--- src/design/trfp_pkg.sv ---
// Shared types and constants for the TCP reply OS fingerprint table.
package trfp_pkg;

  typedef enum logic [1:0] {
    KIND_PACKET = 2'd0,
    KIND_REPORT = 2'd1,
    KIND_CLEAR  = 2'd2
  } kind_t;

  localparam logic [2:0] ST_NONE            = 3'd0;
  localparam logic [2:0] ST_SYNACK          = 3'd1;
  localparam logic [2:0] ST_RST             = 3'd2;
  localparam logic [2:0] ST_NOT_REPLY       = 3'd3;
  localparam logic [2:0] ST_RST_ZERO_WIN    = 3'd4;
  localparam logic [2:0] ST_RST_AFTER_SYNACK = 3'd5;

  localparam int DF_POS   = 14;
  localparam int CONF_CAP = 99;

  // initial TTL candidate codes: 32, 60, 64, 80, 120, 128, 255
  localparam logic [2:0] TTL_32  = 3'd0;
  localparam logic [2:0] TTL_60  = 3'd1;
  localparam logic [2:0] TTL_64  = 3'd2;
  localparam logic [2:0] TTL_80  = 3'd3;
  localparam logic [2:0] TTL_120 = 3'd4;
  localparam logic [2:0] TTL_128 = 3'd5;
  localparam logic [2:0] TTL_255 = 3'd6;

  localparam logic [3:0] VAR_UNKNOWN   = 4'd0;
  localparam logic [3:0] VAR_BSD       = 4'd1;
  localparam logic [3:0] VAR_LINUX4    = 4'd2;
  localparam logic [3:0] VAR_LINUX3    = 4'd3;
  localparam logic [3:0] VAR_LINUX26   = 4'd4;
  localparam logic [3:0] VAR_LINUX     = 4'd5;
  localparam logic [3:0] VAR_WIN_NEW   = 4'd6;
  localparam logic [3:0] VAR_WIN_MID   = 4'd7;
  localparam logic [3:0] VAR_WIN_XP    = 4'd8;
  localparam logic [3:0] VAR_IOS       = 4'd9;
  localparam logic [3:0] VAR_ASA       = 4'd10;
  localparam logic [3:0] VAR_EMBEDDED  = 4'd11;

  typedef struct packed {
    logic [5:0]  opt_len;
    logic        df;
    logic [15:0] window;
    logic [2:0]  ttl_idx;
  } fp_t;

  localparam int FP_W = $bits(fp_t);

  typedef struct packed {
    logic [7:0] host;
    logic [2:0] status;
    logic       known;
    logic       we;
    fp_t        fp;
  } req_t;

  // nearest candidate, earlier one wins a tie
  function automatic logic [2:0] nearest_ttl(input logic [7:0] rx);
    logic [2:0] idx;
    if (rx <= 8'd46) idx = TTL_32;
    else if (rx <= 8'd62) idx = TTL_60;
    else if (rx <= 8'd72) idx = TTL_64;
    else if (rx <= 8'd100) idx = TTL_80;
    else if (rx <= 8'd124) idx = TTL_120;
    else if (rx <= 8'd191) idx = TTL_128;
    else idx = TTL_255;
    return idx;
  endfunction

endpackage

--- src/design/trfp_queue.sv ---
// Two-entry request queue between front and back end.
module trfp_queue
  import trfp_pkg::*;
(
  input  logic clk,
  input  logic rst,
  input  logic push,
  input  req_t push_req,
  input  logic pop,
  output logic not_empty,
  output logic full,
  output req_t head_req
);

  req_t       entries [2];
  logic       wr_ptr;
  logic       rd_ptr;
  logic [1:0] count;

  assign not_empty = count != 2'd0;
  assign full      = count == 2'd2;
  assign head_req  = entries[rd_ptr];

  always_ff @(posedge clk) begin
    if (push) begin
      entries[wr_ptr] <= push_req;
    end
  end

  always_ff @(posedge clk) begin
    if (rst) begin
      wr_ptr <= 1'b0;
      rd_ptr <= 1'b0;
      count  <= 2'd0;
    end else begin
      if (push) wr_ptr <= ~wr_ptr;
      if (pop) rd_ptr <= ~rd_ptr;
      count <= count + 2'(push) - 2'(pop);
    end
  end

endmodule

--- config.mk ---
export PLATFORM = sky130hd
export DESIGN_NAME = trfp_queue
export DESIGN_NICKNAME = d
export VERILOG_FILES = /design/src/design/trfp_pkg.sv /design/src/design/trfp_queue.sv
export SDC_FILE = /design/constraint.sdc
export NUM_CORES = 1
export LEC_CHECK = 0
export ABC_AREA = 1
export BUFFER_PORTS_ARGS = -buffer_cell sky130_fd_sc_hd__buf_2
export CORE_MARGIN = 4
export CORE_UTILIZATION = 50
export CTS_CLUSTER_SIZE = 20
export DETAILED_ROUTE_END_ITERATION = 10
export PLACE_DENSITY = 0.77
export SLEW_MARGIN = 20
export SYNTH_ARGS = -nofsm -noshare
export SYNTH_HDL_FRONTEND = slang
export SYNTH_SLANG_ARGS = --single-unit
--- constraint.sdc ---
create_clock -name clk -period 4.75 [get_ports clk]
set_input_delay 0.475 -clock clk [delete_from_list [all_inputs] [get_ports clk]]
set_output_delay 0.475 -clock clk [all_outputs]
set_load 0.01 [all_outputs]
==> load_flow_metrics.sql <==
INSERT INTO impl_metrics (metric_group, metric, value, unit) VALUES
('status', 'outcome', 'finished, final reports clean', ''),
('pwr', 'clock_power_share', '33.3', '%'),
('finish', 'insertedDiodeCount', '0', ''),
('synth', 'synth.net_count', '197', ''),
('grt', 'grt_pass1_vias', '1702', ''),
('synth', 'asr_flop_ratio_synth', '0', '%'),
('pwr', 'p_total', '1.553', 'mW'),
('grt', 'overflow', '0', ''),
('clocking', 'worst_setup_hold_path_clk_slew', '80', 'ps'),
('sta', 'finalSetupViolations', '0', ''),
('synth', 'netlist_top_cells_area', 'sky130_fd_sc_hd__edfxtp_1 (76%), sky130_fd_sc_hd__mux2_2 (11%), sky130_fd_sc_hd__mux2_4 (4.9%), sky130_fd_sc_hd__dfxtp_1 (3.2%), sky130_fd_sc_hd__inv_1 (0.97%)', ''),
('worst_setup_path', 'path_class', 'reg -> out', ''),
('worst_setup_path', 'endpoint_kind', 'output pin', ''),
('grt', 'track_usage', '14.58', '%'),
('sta', 'min_period_over_period', '51.32', '%'),
('clocking', 'clock_buffer_count_from_cts', '9', ''),
('die', 'initial_utilization', '51.79', '%'),
('hold_path', 'timing.hold.worst.start', 'push_req[36]', ''),
('synth', 'postSynth.topFlopCell', 'sky130_fd_sc_hd__edfxtp_1', ''),
('sta', 'finClkSkew', '5.476', 'ps'),
('pwr', 'power.share.sequential', '55.9', '%'),
('pwr', 'combinational_cell_fraction_of_total_power', '10.7', '%'),
('placed_design', 'post-place-ws', '2657', 'ps'),
('clocking', 'clock_insertion_delay_at_the_later_pin_of_the_skew_report', '340', 'ps'),
('worst_setup_path', 'critical_path.max_fanout', '39', ''),
('sta', 'rsz0062_at_grt', 'no', ''),
('flow_run', 'timing.max_cap.violations', '0', ''),
('sta', 'timing.hold.ws', '318.0', 'ps'),
('clocking', 'cts.htree.levels', '3', ''),
('pwr', 'p_int', '1.223', 'mW'),
('route', 'wl_per_cell', '15.74', 'um'),
('hold_path', 'timing.hold.worst_endpoint', 'entries[1][36]$_DFFE_PP_', ''),
('placed_design', 'post-place-cells', '307', ''),
('sta', 'total_negative_setup_slacks', '0', 'ps'),
('synth', 'syn_area', '3084', 'um2'),
('finish', 'num-nets-final', '289', ''),
('sta', 'maximum_clock_frequency', '0.4102', 'GHz'),
('route', 'detailroute.via_count', '1566', ''),
('grt', 'grt_max_degree', '41', ''),
('sta', 'final-max-slew-violation-count', '0', ''),
('worst_setup_path', 'setup.reg_to_reg.worst_slack', '3320', 'ps'),
('sta', 'max-slew-margin-rel', '30.22', '%'),
('grt', 'first_pass_grt_wire_length', '7921', 'um'),
('pwr', 'power.ir.vdd_worst', '0.2268', 'mV'),
('worst_setup_path', 'critPathArrivalTime', '1960', 'ps'),
('synth', 'library_cell_with_the_highest_instance_count_after_synthesis', 'sky130_fd_sc_hd__edfxtp_1', ''),
('finish', 'drive_gt1_share', '56.22', '%'),
('synth', 'ys_ff_latch', '83', ''),
('sta', 'post-route-worst-setup-slack', '2312', 'ps'),
('clocking', 'post_cts_hold_buffer_count', '0', ''),
('die', 'core_area', '5956', 'um2'),
('worst_setup_path', 'worst_r2r_endpoint', 'entries[0][9]$_DFFE_PP_', ''),
('die', 'core.rowCount', '28', ''),
('clocking', 'numClockSinks', '83', ''),
('finish', 'final_cell_count_no_fill', '324', ''),
('clocking', 'root_buffer', 'sky130_fd_sc_hd__clkbuf_8', ''),
('sta', 'finalHoldViolations', '0', ''),
('worst_setup_path', 'crit_required', '4280', 'ps'),
('worst_setup_path', 'timing.reg2reg.worst_path_depth', '2', ''),
('synth', 'synthDominantCellAreaShare', '75.94', '%'),
('synth', 'ys_warn_count', '0', ''),
('die', 'pin_count', '84', ''),
('pwr', 'power_switching', '0.3309', 'mW'),
('synth', 'ys_types', '15', ''),
('die', 'die-area', '7489', 'um2'),
('pwr', 'cellLeakagePower', '1.500', 'nW'),
('pwr', 'power-per-cell-area', '408.6', 'nW/um2'),
('clocking', 'cts_tree', 'yes', ''),
('die', 'die_h', '86.54', 'um'),
('placed_design', 'gp_routability_congestion', '0.6388', ''),
('die', 'die-width', '86.54', 'um');
==> critical path, stage by stage, from the launching register on <==
cell and delay, ps:
sky130_fd_sc_hd__dfxtp_2 1010, sky130_fd_sc_hd__mux2_2 440, sky130_fd_sc_hd__buf_2 140
==> cells in the final DEF (no fill, tap or decap) <==
cell,n
sky130_fd_sc_hd__dfxtp_1,4
sky130_fd_sc_hd__mux2_2,29
sky130_fd_sc_hd__buf_16,1
sky130_fd_sc_hd__xnor2_1,1
sky130_fd_sc_hd__clkinv_1,2
sky130_fd_sc_hd__edfxtp_1,78
sky130_fd_sc_hd__buf_4,1
sky130_fd_sc_hd__clkinv_2,3
sky130_fd_sc_hd__buf_2,83
sky130_fd_sc_hd__nor2_4,1
sky130_fd_sc_hd__mux2_4,10
sky130_fd_sc_hd__nor2_1,6
sky130_fd_sc_hd__a21oi_1,1
sky130_fd_sc_hd__inv_1,8
sky130_fd_sc_hd__clkbuf_8,9
sky130_fd_sc_hd__ha_1,2
sky130_fd_sc_hd__dfxtp_2,1
sky130_fd_sc_hd__bufinv_16,2
sky130_fd_sc_hd__nand2_1,5
sky130_fd_sc_hd__nand3_1,1
sky130_fd_sc_hd__nor3_1,1
==> per-stage QoR <==
step	area, um2	util (%)
floorplan	3084	-
global placement	3568	59.92
detailed placement	3568	59.92
CTS	3775	63.38
global route	3802	63.84
finish	3802	63.84
==> per-layer routing <==
layer	part of all wire (%)	global-route usage [%]
met3	6.0	3.992
met2	52	24.13
met5	0	0
met1	41	16.83
met4	1.3	8.924
==> logic make-up (layout without fill, tap and decap cells) <==
kind of cell	Yosys count	count (layout)	synth area share, %
buffers and inverters	12	109	2.312
adder cells (fa/ha/maj)	2	2	0.8112
XOR/XNOR	1	1	0.2840
flip-flops	83	83	79.19
AO/OA/AOI/OAI	1	1	0.1621
multiplexers	39	39	15.46
AND/OR/NAND/NOR	14	14	1.785
==> sequential cells by signal, indices dropped and copies added, names as in the netlist, named ones only <==
signal and count:
rd_ptr 1, count 2, entries 78, wr_ptr 1
==> area by class of cell <==
cell class,count,area [um2]
flip-flops and latches,83,2444
fillers,468,2153
multi-input cells,57,578.1
repair buffers,85,450.4
clock buffers,9,123.9
well taps,75,93.84
clock inverters,7,82.58
inverters,8,30.03
==> power groups by stage <==
stage | clock network, mW | logic (mW) | registers (mW)
after floorplan | 0 | 0.111 | 0.870
after global placement | 0 | 0.162 | 0.884
after detailed placement | 0 | 0.166 | 0.887
after CTS | 0.534 | 0.167 | 0.871
after global routing | 0.571 | 0.185 | 0.873
final | 0.518 | 0.167 | 0.869
==> worst max path at each step <==
stage	start	end	slack, ps	cells after the start
detailed placement	flop	head_req[22]	2660	2
floorplan	push	entries[0][0]$_DFFE_PP_	2160	2
finish	flop	head_req[22]	2310	2
global route	flop	head_req[22]	2200	2
global placement	flop	head_req[27]	2680	2
CTS	flop	head_req[22]	2270	2
(Power assumes the default switching activity.)
